--- config.mk ---
export PLATFORM = sky130hd
export DESIGN_NAME = sequential_list_engine_flat
export DESIGN_NICKNAME = d
export VERILOG_FILES = /design/src/design/sle_pkg.sv /design/src/design/sle_cmd_if.sv /design/src/design/sle_res_if.sv /design/src/design/sequential_list_engine.sv /design/src/flat_wrapper.sv
export SDC_FILE = /design/constraint.sdc
export NUM_CORES = 2
export LEC_CHECK = 0
export ABC_CLOCK_PERIOD_IN_PS = 5300
export BUFFER_PORTS_ARGS = -buffer_cell sky130_fd_sc_hd__buf_2
export CORE_MARGIN = 4
export CORE_UTILIZATION = 55
export DETAILED_ROUTE_END_ITERATION = 6
export PLACE_DENSITY = 0.71
export SYNTH_ARGS = -nofsm -noshare
export SYNTH_HDL_FRONTEND = slang
export SYNTH_SLANG_ARGS = --single-unit
--- constraint.sdc ---
create_clock -name i_clk -period 5.3 [get_ports i_clk]
set_input_delay 0 -clock i_clk [delete_from_list [all_inputs] [get_ports i_clk]]
set_output_delay 0 -clock i_clk [all_outputs]
set_load 0.01 [all_outputs]
--- src/design/sle_pkg.sv ---
`timescale 1ns / 1ps

package sle_pkg;

    // Default sizing
    localparam int DEPTH_DEF  = 64;
    localparam int DATA_W_DEF = 32;

    // Fixed field widths
    localparam int MODE_W   = 4;
    localparam int POS_W    = 7;
    localparam int VALUE_W  = 32;
    localparam int STATUS_W = 3;
    localparam int FOUND_W  = 6;
    localparam int COUNT_W  = 7;

    // Command codes
    typedef enum logic [MODE_W-1:0] {
        MODE_PUSH_BACK    = 4'd0,
        MODE_PUSH_FRONT   = 4'd1,
        MODE_POP_BACK     = 4'd2,
        MODE_POP_FRONT    = 4'd3,
        MODE_INSERT       = 4'd4,
        MODE_ERASE        = 4'd5,
        MODE_FIND         = 4'd6,
        MODE_REMOVE_FIRST = 4'd7,
        MODE_REMOVE_ALL   = 4'd8,
        MODE_CLEAR        = 4'd9
    } t_mode;

    // Result status codes
    typedef enum logic [STATUS_W-1:0] {
        STAT_OK        = 3'd0,
        STAT_FULL      = 3'd1,
        STAT_EMPTY     = 3'd2,
        STAT_BAD_POS   = 3'd3,
        STAT_NOT_FOUND = 3'd4
    } t_status;

    // Sequencer states
    typedef enum logic [2:0] {
        ST_IDLE,
        ST_SHIFT_UP,
        ST_SHIFT_DN,
        ST_SCAN,
        ST_PUT,
        ST_FINISH
    } t_state;

endpackage

--- src/design/sle_cmd_if.sv ---
`timescale 1ns / 1ps

interface sle_cmd_if;
    logic                                valid;
    logic                                ready;
    logic [sle_pkg::MODE_W-1:0]          mode;
    logic [sle_pkg::POS_W-1:0]           position;
    logic signed [sle_pkg::VALUE_W-1:0]  value;

    modport source (output valid, mode, position, value, input ready);
    modport sink   (input valid, mode, position, value, output ready);
endinterface

--- src/design/sle_res_if.sv ---
`timescale 1ns / 1ps

interface sle_res_if;
    logic                           valid;
    logic                           ready;
    logic [sle_pkg::STATUS_W-1:0]   status;
    logic [sle_pkg::FOUND_W-1:0]    found_index;
    logic [sle_pkg::COUNT_W-1:0]    entry_count;
    logic                           is_empty;

    modport source (output valid, status, found_index, entry_count, is_empty, input ready);
    modport sink   (input valid, status, found_index, entry_count, is_empty, output ready);
endinterface

--- src/design/sequential_list_engine.sv ---
`timescale 1ns / 1ps
// Flow: a command that reads no entry goes from idle straight to the finish state, or through
// the put state when it writes one word; a shift, search or compaction walks the list with one
// list read per cycle, an insert that shifts goes on to the put state, and a remove-first that
// shifts goes on to a shift down; the result is loaded in the finish state once the output is free.
// Throughput: one command at a time; the next is taken once the previous result is loaded.
// Reset (synchronous, active low) empties the list; memory contents are not cleared.
module sequential_list_engine #(
    parameter int DEPTH      = sle_pkg::DEPTH_DEF,
    parameter int DATA_WIDTH = sle_pkg::DATA_W_DEF
) (
    input  logic       i_clk,
    input  logic       i_rst_n,
    sle_cmd_if.sink    i_cmd,
    sle_res_if.source  o_res
);

    localparam int AW = (DEPTH > 1) ? $clog2(DEPTH) : 1;
    localparam int CW = $clog2(DEPTH + 1);
    localparam int PW = (CW > sle_pkg::POS_W) ? CW : sle_pkg::POS_W;
    localparam int FW = sle_pkg::FOUND_W;
    localparam int OW = sle_pkg::COUNT_W;

    // List storage
    logic [DATA_WIDTH-1:0] r_mem [DEPTH];
    logic [DATA_WIDTH-1:0] r_rd_data;

    // Control and command state
    sle_pkg::t_state       r_state, n_state;
    logic [CW-1:0]         r_count, n_count;
    sle_pkg::t_mode        r_mode, n_mode;
    logic [DATA_WIDTH-1:0] r_val, n_val;
    sle_pkg::t_status      r_status, n_status;
    logic [AW-1:0]         r_found, n_found;
    logic [CW-1:0]         r_res_cnt, n_res_cnt;
    logic [AW-1:0]         r_ptr, n_ptr;
    logic [AW-1:0]         r_last, n_last;
    logic [AW-1:0]         r_pidx, n_pidx;
    logic                  r_issue, n_issue;
    logic                  r_pend, n_pend;
    logic [CW-1:0]         r_w, n_w;

    // Result register
    logic                  r_out_valid, n_out_valid;
    sle_pkg::t_status      r_out_status, n_out_status;
    logic [AW-1:0]         r_out_found, n_out_found;
    logic [CW-1:0]         r_out_cnt, n_out_cnt;
    logic                  r_out_empty, n_out_empty;

    // Memory port controls
    logic                  rd_en;
    logic [AW-1:0]         rd_addr;
    logic                  wr_en;
    logic [AW-1:0]         wr_addr;
    logic [DATA_WIDTH-1:0] wr_data;

    logic [PW-1:0]         pos_ext;
    logic [PW-1:0]         cnt_ext;
    logic [PW-1:0]         sel_pos;
    logic                  is_full;
    logic                  is_none;
    logic                  match;
    logic                  scan_end;
    logic                  out_free;

    assign pos_ext  = PW'(i_cmd.position);
    assign cnt_ext  = PW'(r_count);
    assign is_full  = (r_count == CW'(DEPTH));
    assign is_none  = (r_count == '0);
    assign match    = (r_rd_data == r_val);
    assign scan_end = r_pend && (r_pidx == r_last);
    assign out_free = !r_out_valid || o_res.ready;

    assign i_cmd.ready       = (r_state == sle_pkg::ST_IDLE);
    assign o_res.valid       = r_out_valid;
    assign o_res.status      = r_out_status;
    assign o_res.found_index = FW'(r_out_found);
    assign o_res.entry_count = OW'(r_out_cnt);
    assign o_res.is_empty    = r_out_empty;

    // Next state, memory walk and result load
    always_comb begin
        n_state      = r_state;
        n_count      = r_count;
        n_mode       = r_mode;
        n_val        = r_val;
        n_status     = r_status;
        n_found      = r_found;
        n_res_cnt    = r_res_cnt;
        n_ptr        = r_ptr;
        n_last       = r_last;
        n_pidx       = r_pidx;
        n_issue      = r_issue;
        n_pend       = 1'b0;
        n_w          = r_w;
        n_out_valid  = r_out_valid && !o_res.ready;
        n_out_status = r_out_status;
        n_out_found  = r_out_found;
        n_out_cnt    = r_out_cnt;
        n_out_empty  = r_out_empty;
        rd_en        = 1'b0;
        rd_addr      = r_ptr;
        wr_en        = 1'b0;
        wr_addr      = r_pidx;
        wr_data      = r_rd_data;
        sel_pos      = '0;

        // Issue one read per cycle while walking the list
        if (r_state inside {sle_pkg::ST_SHIFT_UP, sle_pkg::ST_SHIFT_DN, sle_pkg::ST_SCAN}) begin
            rd_en  = r_issue;
            n_pend = r_issue;
            n_pidx = r_ptr;
            if (r_issue) begin
                if (r_ptr == r_last) begin
                    n_issue = 1'b0;
                end else if (r_state == sle_pkg::ST_SHIFT_UP) begin
                    n_ptr = r_ptr - 1'b1;
                end else begin
                    n_ptr = r_ptr + 1'b1;
                end
            end
        end

        case (r_state)
            sle_pkg::ST_IDLE: begin
                if (i_cmd.valid) begin
                    n_mode    = sle_pkg::t_mode'(i_cmd.mode);
                    n_val     = DATA_WIDTH'($unsigned(i_cmd.value));
                    n_status  = sle_pkg::STAT_OK;
                    n_found   = '0;
                    n_res_cnt = r_count;
                    n_w       = '0;
                    n_issue   = 1'b0;
                    n_state   = sle_pkg::ST_FINISH;
                    case (sle_pkg::t_mode'(i_cmd.mode))
                        sle_pkg::MODE_PUSH_BACK, sle_pkg::MODE_PUSH_FRONT,
                        sle_pkg::MODE_INSERT: begin
                            if (sle_pkg::t_mode'(i_cmd.mode) == sle_pkg::MODE_PUSH_BACK) begin
                                sel_pos = cnt_ext;
                            end else if (sle_pkg::t_mode'(i_cmd.mode) == sle_pkg::MODE_INSERT) begin
                                sel_pos = pos_ext;
                            end
                            if (is_full) begin
                                n_status = sle_pkg::STAT_FULL;
                            end else if (sel_pos > cnt_ext) begin
                                n_status = sle_pkg::STAT_BAD_POS;
                            end else begin
                                n_res_cnt = r_count + 1'b1;
                                n_last    = AW'(sel_pos);
                                if (sel_pos == cnt_ext) begin
                                    n_state = sle_pkg::ST_PUT;
                                end else begin
                                    n_ptr   = AW'(r_count - 1'b1);
                                    n_issue = 1'b1;
                                    n_state = sle_pkg::ST_SHIFT_UP;
                                end
                            end
                        end
                        sle_pkg::MODE_POP_BACK, sle_pkg::MODE_POP_FRONT,
                        sle_pkg::MODE_ERASE: begin
                            if (sle_pkg::t_mode'(i_cmd.mode) == sle_pkg::MODE_POP_BACK) begin
                                sel_pos = cnt_ext - 1'b1;
                            end else if (sle_pkg::t_mode'(i_cmd.mode) == sle_pkg::MODE_ERASE) begin
                                sel_pos = pos_ext;
                            end
                            if (is_none) begin
                                n_status = sle_pkg::STAT_EMPTY;
                            end else if (sel_pos >= cnt_ext) begin
                                n_status = sle_pkg::STAT_BAD_POS;
                            end else begin
                                n_res_cnt = r_count - 1'b1;
                                if (sel_pos != cnt_ext - 1'b1) begin
                                    n_ptr   = AW'(sel_pos + 1'b1);
                                    n_last  = AW'(r_count - 1'b1);
                                    n_issue = 1'b1;
                                    n_state = sle_pkg::ST_SHIFT_DN;
                                end
                            end
                        end
                        sle_pkg::MODE_FIND, sle_pkg::MODE_REMOVE_FIRST,
                        sle_pkg::MODE_REMOVE_ALL: begin
                            if (is_none) begin
                                n_status = sle_pkg::STAT_EMPTY;
                            end else begin
                                n_ptr   = '0;
                                n_last  = AW'(r_count - 1'b1);
                                n_issue = 1'b1;
                                n_state = sle_pkg::ST_SCAN;
                            end
                        end
                        sle_pkg::MODE_CLEAR: begin
                            n_res_cnt = '0;
                        end
                        default: begin
                            n_res_cnt = r_count;
                        end
                    endcase
                end
            end

            // Move each entry one place up, top first
            sle_pkg::ST_SHIFT_UP: begin
                if (r_pend) begin
                    wr_en   = 1'b1;
                    wr_addr = r_pidx + 1'b1;
                    if (!r_issue) begin
                        n_state = sle_pkg::ST_PUT;
                    end
                end
            end

            // Write the new word into the opened slot
            sle_pkg::ST_PUT: begin
                wr_en   = 1'b1;
                wr_addr = r_last;
                wr_data = r_val;
                n_state = sle_pkg::ST_FINISH;
            end

            // Move each entry one place down, bottom first
            sle_pkg::ST_SHIFT_DN: begin
                if (r_pend) begin
                    wr_en   = 1'b1;
                    wr_addr = r_pidx - 1'b1;
                    if (!r_issue) begin
                        n_state = sle_pkg::ST_FINISH;
                    end
                end
            end

            // Compare each entry against the search word
            sle_pkg::ST_SCAN: begin
                if (r_pend) begin
                    case (r_mode)
                        sle_pkg::MODE_FIND: begin
                            if (match) begin
                                n_found = r_pidx;
                                n_issue = 1'b0;
                                n_pend  = 1'b0;
                                n_state = sle_pkg::ST_FINISH;
                            end else if (scan_end) begin
                                n_status = sle_pkg::STAT_NOT_FOUND;
                                n_state  = sle_pkg::ST_FINISH;
                            end
                        end
                        sle_pkg::MODE_REMOVE_FIRST: begin
                            if (match) begin
                                n_found   = r_pidx;
                                n_res_cnt = r_count - 1'b1;
                                if (scan_end) begin
                                    n_issue = 1'b0;
                                    n_state = sle_pkg::ST_FINISH;
                                end else begin
                                    // drop the read in flight and close the gap
                                    n_ptr   = r_pidx + 1'b1;
                                    n_issue = 1'b1;
                                    n_pend  = 1'b0;
                                    n_state = sle_pkg::ST_SHIFT_DN;
                                end
                            end else if (scan_end) begin
                                n_status = sle_pkg::STAT_NOT_FOUND;
                                n_state  = sle_pkg::ST_FINISH;
                            end
                        end
                        default: begin
                            // compact: keep entries that differ
                            if (!match) begin
                                wr_en   = 1'b1;
                                wr_addr = AW'(r_w);
                                n_w     = r_w + 1'b1;
                            end
                            if (scan_end) begin
                                n_res_cnt = n_w;
                                n_state   = sle_pkg::ST_FINISH;
                                if (n_w == r_count) begin
                                    n_status = sle_pkg::STAT_NOT_FOUND;
                                end
                            end
                        end
                    endcase
                end
            end

            // Hand the result to the output register
            sle_pkg::ST_FINISH: begin
                if (out_free) begin
                    n_out_valid  = 1'b1;
                    n_out_status = r_status;
                    n_out_found  = r_found;
                    n_out_cnt    = r_res_cnt;
                    n_out_empty  = (r_res_cnt == '0);
                    n_count      = r_res_cnt;
                    n_state      = sle_pkg::ST_IDLE;
                end
            end

            default: begin
                n_state = sle_pkg::ST_IDLE;
            end
        endcase
    end

    // Control registers
    always_ff @(posedge i_clk) begin
        if (!i_rst_n) begin
            r_state     <= sle_pkg::ST_IDLE;
            r_count     <= '0;
            r_issue     <= 1'b0;
            r_pend      <= 1'b0;
            r_out_valid <= 1'b0;
        end else begin
            r_state     <= n_state;
            r_count     <= n_count;
            r_issue     <= n_issue;
            r_pend      <= n_pend;
            r_out_valid <= n_out_valid;
        end
    end

    // Payload registers
    always_ff @(posedge i_clk) begin
        r_mode       <= n_mode;
        r_val        <= n_val;
        r_status     <= n_status;
        r_found      <= n_found;
        r_res_cnt    <= n_res_cnt;
        r_ptr        <= n_ptr;
        r_last       <= n_last;
        r_pidx       <= n_pidx;
        r_w          <= n_w;
        r_out_status <= n_out_status;
        r_out_found  <= n_out_found;
        r_out_cnt    <= n_out_cnt;
        r_out_empty  <= n_out_empty;
    end

    // List memory: one write and one registered read per cycle
    always_ff @(posedge i_clk) begin
        if (wr_en) begin
            r_mem[wr_addr] <= wr_data;
        end
        if (rd_en) begin
            r_rd_data <= r_mem[rd_addr];
        end
    end

endmodule

--- src/flat_wrapper.sv ---
// flat-port wrapper written by rule: the top's interface ports become plain ports
module sequential_list_engine_flat 
#(
    parameter int DEPTH      = sle_pkg::DEPTH_DEF,
    parameter int DATA_WIDTH = sle_pkg::DATA_W_DEF
)
  (i_clk, i_rst_n, i_cmd_valid, i_cmd_mode, i_cmd_position, i_cmd_value, i_cmd_ready, o_res_valid, o_res_status, o_res_found_index, o_res_entry_count, o_res_is_empty, o_res_ready);
  sle_cmd_if i_cmd_i ();
  sle_res_if o_res_i ();
  input  logic i_clk;
  input  logic i_rst_n;
  input wire logic [$bits(i_cmd_i.valid)-1:0] i_cmd_valid;
  input wire logic [$bits(i_cmd_i.mode)-1:0] i_cmd_mode;
  input wire logic [$bits(i_cmd_i.position)-1:0] i_cmd_position;
  input wire logic [$bits(i_cmd_i.value)-1:0] i_cmd_value;
  output wire logic [$bits(i_cmd_i.ready)-1:0] i_cmd_ready;
  output wire logic [$bits(o_res_i.valid)-1:0] o_res_valid;
  output wire logic [$bits(o_res_i.status)-1:0] o_res_status;
  output wire logic [$bits(o_res_i.found_index)-1:0] o_res_found_index;
  output wire logic [$bits(o_res_i.entry_count)-1:0] o_res_entry_count;
  output wire logic [$bits(o_res_i.is_empty)-1:0] o_res_is_empty;
  input wire logic [$bits(o_res_i.ready)-1:0] o_res_ready;
  assign i_cmd_i.valid = i_cmd_valid;
  assign i_cmd_i.mode = i_cmd_mode;
  assign i_cmd_i.position = i_cmd_position;
  assign i_cmd_i.value = i_cmd_value;
  assign i_cmd_ready = i_cmd_i.ready;
  assign o_res_valid = o_res_i.valid;
  assign o_res_status = o_res_i.status;
  assign o_res_found_index = o_res_i.found_index;
  assign o_res_entry_count = o_res_i.entry_count;
  assign o_res_is_empty = o_res_i.is_empty;
  assign o_res_i.ready = o_res_ready;
  sequential_list_engine #(.DEPTH(DEPTH), .DATA_WIDTH(DATA_WIDTH)) u_core (.i_clk(i_clk), .i_rst_n(i_rst_n), .i_cmd(i_cmd_i), .o_res(o_res_i));
endmodule
Word level (Yosys, flattened, before mapping)
Memory sizes are Yosys's and may differ from the RTL's. A register that Yosys moved wholly into a read port is not among the register bits.
Index checks and enable logic that the tools add are counted.
{"block": "word_totals", "ramBits": 2048, "inputBits": 47, "register_bits": 107, "word_cells": 235, "mem_count": 1}
{"block": "op_classes", "eq_ne": 46, "reduce_logical": 25, "magnitude_cmp": 2, "n_addsub": 8, "muxes": 135}
{"memory": "u_core.r_mem", "depth": 64, "width": 32, "read_ports": 1, "rd_ports_with_merged_regs": 1, "write_ports": 1, "line_no": "sequential_list_engine.sv:25", "text": "logic [DATA_WIDTH-1:0] r_mem [DEPTH];"}
{"op": "$mux 6", "n": 31}
{"op": "$mux 7", "n": 25}
{"op": "$mux 3", "n": 27}
{"op": "$pmux 7 s2", "n": 3}
{"op": "$pmux 6 s3", "n": 2}
{"op": "$eq 32x32->1", "n": 1}
{"op": "$mux 32", "n": 1}
{"op": "$mux 1", "n": 29}
{"op": "$eq 4x3->1 const B", "n": 6}
{"op": "$pmux 6 s2", "n": 2}
{"op": "$pmux 6 s4", "n": 1}
{"op": "$ne 2x2->1 const B", "n": 11}
{"op": "$pmux 7 s3", "n": 1}
{"op": "$add 6x1->6 const B", "n": 3}
{"op": "$pmux 3 s3", "n": 2}
{"op": "$pmux 3 s6", "n": 1}
{"op": "$add 7x1->7 const B", "n": 2}
{"op": "$eq 7x7->1", "n": 2}
{"op": "$logic_not 7->1", "n": 2}
{"op": "$reduce_and 7->1", "n": 2}
{"op": "$eq 6x6->1", "n": 2}
{"op": "$ne 2x1->1 const B", "n": 6}
{"op": "$pmux 3 s2", "n": 2}
{"op": "$sub 6x1->6 const B", "n": 2}
{"op": "other kinds (31)", "n": 50}

Depth between registers and ports, before layout
{"block": "depth", "ltp_word": 13, "mapped_depth": 15, "ltp_nobuf": 13}

Least setup slack after synthesis
Ideal clock, no wire load.
{"block": "synth_path", "path_kind": "register to register", "from": "reg u_core.r_pidx[1]", "to": "mem u_core.r_mem[47][0] (netlist name) (enable)", "path_slack_ps": 1067, "path_stages_with_launch": 10, "arrival_time_ps": 3812, "path_cell_list": "edfxtp_1 -> buf_6 -> or4b_4 -> or4_1 -> a31oi_1 -> o22a_1 -> a211oi_1 -> a211oi_4 -> nand3_2 -> nor2_1"}
{"block": "synth_between", "elab_chain_cells": 4, "word_cells_on_any_way": 8}
{"element": "from (decl)", "line_no": "sequential_list_engine.sv:38", "text": "logic [AW-1:0] r_pidx, n_pidx;"}
{"element": "from (signal assigned)", "line_no": "sequential_list_engine.sv:329", "text": "r_pidx <= n_pidx;"}
{"element": "branches (longest 3 deep; another with $sub 6x1->6)"}
{"element": "$pmux 6 s4 (*)", "line_no": "sequential_list_engine.sv:124", "text": "case (r_state)"}
{"element": "to (decl)", "line_no": "sequential_list_engine.sv:25"}
Every way passes the cells marked *.

Final worst setup path
{"block": "layout_path", "from": "reg u_core.r_state[2]", "to": "mem u_core.r_mem[1][20] (netlist name) (enable)"}
{"block": "layout_between", "elab_chain_cells": 5, "word_cells_on_any_way": 9}
{"element": "from (decl)", "line_no": "sequential_list_engine.sv:29", "text": "sle_pkg::t_state r_state, n_state;"}
{"element": "from (signal assigned)", "line_no": "sequential_list_engine.sv:306", "text": "r_state <= sle_pkg::ST_IDLE;"}
{"element": "from (signal assigned)", "line_no": "sequential_list_engine.sv:312", "text": "r_state <= n_state;"}
{"element": "$eq 3x2->1 / $eq 3x1->1 (equally long branches)", "line_no": "sequential_list_engine.sv:124"}
{"element": "$reduce_or 2->1 (no source line)"}
{"element": "$pmux 1 s3", "line_no": "sequential_list_engine.sv:124"}
{"element": "$mux 1", "line_no": "sequential_list_engine.sv:339", "text": "if (wr_en) begin"}
{"element": "$mux 1 (implied by the code)", "line_no": "sequential_list_engine.sv:340", "text": "r_mem[wr_addr] <= wr_data;"}
Several ways; a longest one is shown, not always the timed one.

==> key figures <==
Run status
  • Status: finished clean

Power
  • Pwr Total: 50.0 mW
  • Leak pwr: 30.0 nW
  • PD cells: 509 nW/µm²
  • Peak supply drop: 0.000430 V

Global route
  • Grt ovf: 0
  • Largest net degree at the start of global routing: 74
  • Vias in the first global route: 42.5k
  • Initial antenna violation count: 22
  • GRT Total Usage: 0.274
  • Global-route wire length before repair: 317000 µm

Worst hold path
  • Hold Crit Class: in -> reg

Synthesis
  • Number of enable flip-flop cells after synthesis: 2168
  • Synth Register Bits: 2187
  • Cell count after synthesis: 3886
  • Syn Area/Cell: 22.2 µm²
  • Netlist Area Pre-Place: 86200 µm²
  • FFs w/ async S/R, synth: 0
  • Post-synthesis cell type count: 81
  • Ys Warns: 0
  • Sequential area share after synthesis: 0.760
  • Top FF cell, synth: edfxtp_1
  • Post-Syn Nets: 3955

STA
  • Final period util: 0.900
  • Setup TNS Final: 0 ns
  • Minimum clock period: 4.77 ns
  • Worst Tran Pin Value: 1.36 ns
  • Final setup fails: 0
  • Fmax: 210 MHz
  • Final hold vios: 0
  • Rel. slew slack: 0.0940
  • Post-route setup slack: 0.529 ns
  • RSZ-0062 raised after global routing: no
  • Worst hold slack: 0.0616 ns
  • Final Skew: 0.0500 ns
  • Final Slew Violations: 0

Critical path
  • CP Max Fanout: 17
  • R2R Setup Slk: 0.53 ns
  • Crit Path Class: reg -> reg
  • Endpoint class of the critical path: flop
  • Crit path DAT: 5.26 ns
  • CP Launch Type: flop
  • Worst path cell trace: inv_1 -> nand2_1 -> clkinv_1 -> nor2b_1 -> o22ai_1 -> a211oi_1 -> a21boi_0 -> nand3_1 -> buf_4 -> nor2_4 -> buf_12
  • Slowest library cell on the worst path: dfxtp_1
  • Worst endpoint required time: 5.79 ns
  • Crit path largest cell delay: 0.65 ns

Floorplanning
  • Core area: 156000 µm²
  • Height of the die: 404 µm
  • Ports: 66
  • Die ar.: 163000 µm²
  • Row cnt: 145
  • Die X: 404 µm
  • Initial Utilization: 0.552

Route
  • Via count: 43.1k
  • Metal2 WL: 104000 µm
  • Post-DR vias/cell: 6.67
  • WL met1: 84900 µm
  • Top routing layer in use: met5
  • Met3 routed WL: 23600 µm
  • DR WL/cell: 34.2 µm
  • Drt pass-1 iters: 6
  • DRT iter0 DRCs: 6436
  • DRC Markers: 0
  • ANT nets after route: 0
  • Routed wire length: 221000 µm

Job
  • Number of max-cap violations: 0

Final layout
  • Final Cell Area: 98100 µm²
  • Post-Layout Cell Count: 6457
  • P&R area growth vs syn: 13.8%
  • Layout cells sized above 1: 0.298
  • Commonest non-fill, non-tap cell in the layout: edfxtp_1
  • End-of-flow core utilization: 0.629
  • Commonest cells after routing, fill and taps aside: edfxtp_1 (2168), mux4_2 (618), clkbuf_16 (210), buf_4 (148), mux2i_1 (80)
  • Fillcell total: 10.3k
  • Nets: 4276

CTS
  • Clock sinks: 2187
  • H-tree lvl count: 4
  • CTS tree: done
  • Clk pin slew, worst setup/hold paths: 0.06 ns
  • Clock Path Buffers: 3
  • CTS root buf: clkbuf_16
  • Num CTS Buffers: 207
  • Clock Latency Late Sink: 0.83 ns

Placed design
  • Routability Congestion: 0.893
  • Placed cells: 5986
  • Detailed Place HPWL: 134000 µm
  • Port Buf Inserts: 65
  • Place WS: 0.748 ns
  • Placement Cell Area: 90700 µm²
-- logic make-up (layout without fill, tap and decap cells) --
kind of cell	Yosys count	count (layout)	synth area share
multiplexers	749	749	0.177
adder cells (fa/ha/maj)	23	23	0.00331
AO/OA/AOI/OAI	274	274	0.0208
XOR/XNOR	80	80	0.00845
other	0	18	0
AND/OR/NAND/NOR	337	337	0.0194
buffers and inverters	236	731	0.0110
flip-flops	2187	2187	0.760
-- repair_timing --
item / CTS / global route
endpoints found under the hold margin: 99 / 0
hold buffers: 70 / 0
resized for setup: 0 / 0
setup buffers: 0 / 0
-- flip-flops by register name (all words and copies together), names as in the netlist, 3 cells and up --
| name | count |
|---|---|
| u_core.r_status | 3 |
| u_core.r_last | 6 |
| u_core.r_state | 3 |
| u_core.r_w | 7 |
| u_core.o_res.found_index | 6 |
| u_core.r_ptr | 6 |
| u_core.r_val | 32 |
| u_core.r_mode | 4 |
| u_core.r_res_cnt | 7 |
| u_core.r_pidx | 6 |
| u_core.o_res.status | 3 |
| u_core.r_found | 6 |
| u_core.o_res.entry_count | 7 |
| u_core.r_mem | 2048 |
| u_core.cnt_ext | 7 |
| u_core.r_rd_data | 32 |
-- layer usage --
metal / GRT usage / up-vias
met5: 0 / -
met1: 0.397 / 22900
met3: 0.0642 / 422
li1: - / 17200
met4: 0.0958 / 4
met2: 0.418 / 2539
-- cell type report --
type | instances | area, µm² | area share
flip-flops and latches | 2187 | 65500 | 0.668
repair buffers | 323 | 2940 | 0.0299
diodes | 18 | 45.0 | 0.000459
clock inverters | 120 | 1220 | 0.0124
inverters | 25 | 93.8 | 0.000957
well taps | 2058 | 2570 | 0.0263
clock buffers | 263 | 5460 | 0.0557
multi-input cells | 1463 | 20300 | 0.207
-- path summary, 6_finish.rpt --
kind	depth (start not counted)	start	endpoint
setup / recovery	11	u_core.r_state[2]	u_core.r_mem[1][20]
hold / removal	2	i_cmd_value[16]	u_core.r_val[16]
setup reg to reg	11	u_core.r_state[2]	u_core.r_mem[1][20]
hold reg to reg	0	u_core.r_status[2]	u_core.o_res.status[2]
-- where the power goes --
group | internal (mW) | switching [mW] | total, mW
logic | 5.35 | 8.35 | 13.7
clock network | 8.20 | 6.37 | 14.6
registers | 21.1 | 0.611 | 21.7
-- synth_stat cells, types with 13 or more instances --
| cell | n | area [µm²] |
|---|---|---|
| edfxtp_1 | 2168 | 65100 |
| mux4_2 | 618 | 13900 |
| nor2_1 | 137 | 514 |
| clkbuf_1 | 106 | 398 |
| mux2i_1 | 80 | 801 |
| a21oi_1 | 78 | 390 |
| buf_1 | 66 | 248 |
| o21ai_0 | 57 | 285 |
| nand2_1 | 56 | 210 |
| xor2_1 | 56 | 490 |
| mux2_2 | 51 | 574 |
| buf_2 | 34 | 170 |
| o221ai_1 | 25 | 219 |
| o22ai_1 | 25 | 156 |
| inv_1 | 23 | 86.3 |
| nand3_1 | 23 | 115 |
| ha_1 | 22 | 275 |
| xnor2_1 | 22 | 193 |
| dfxtp_1 | 19 | 380 |
| nor2b_1 | 16 | 100 |
| and2_1 | 15 | 93.8 |
| nor4_1 | 14 | 87.6 |
| nand4_1 | 13 | 81.3 |
-- critical path, delay by kind of cell, from the launching register on --
kind	cells	cell delay [ns]
flops	1	0.65
simple gates	4	1.58
buf+inv	4	1.13
compound gates	3	1.04
Power figures use the tool's default switching activity.
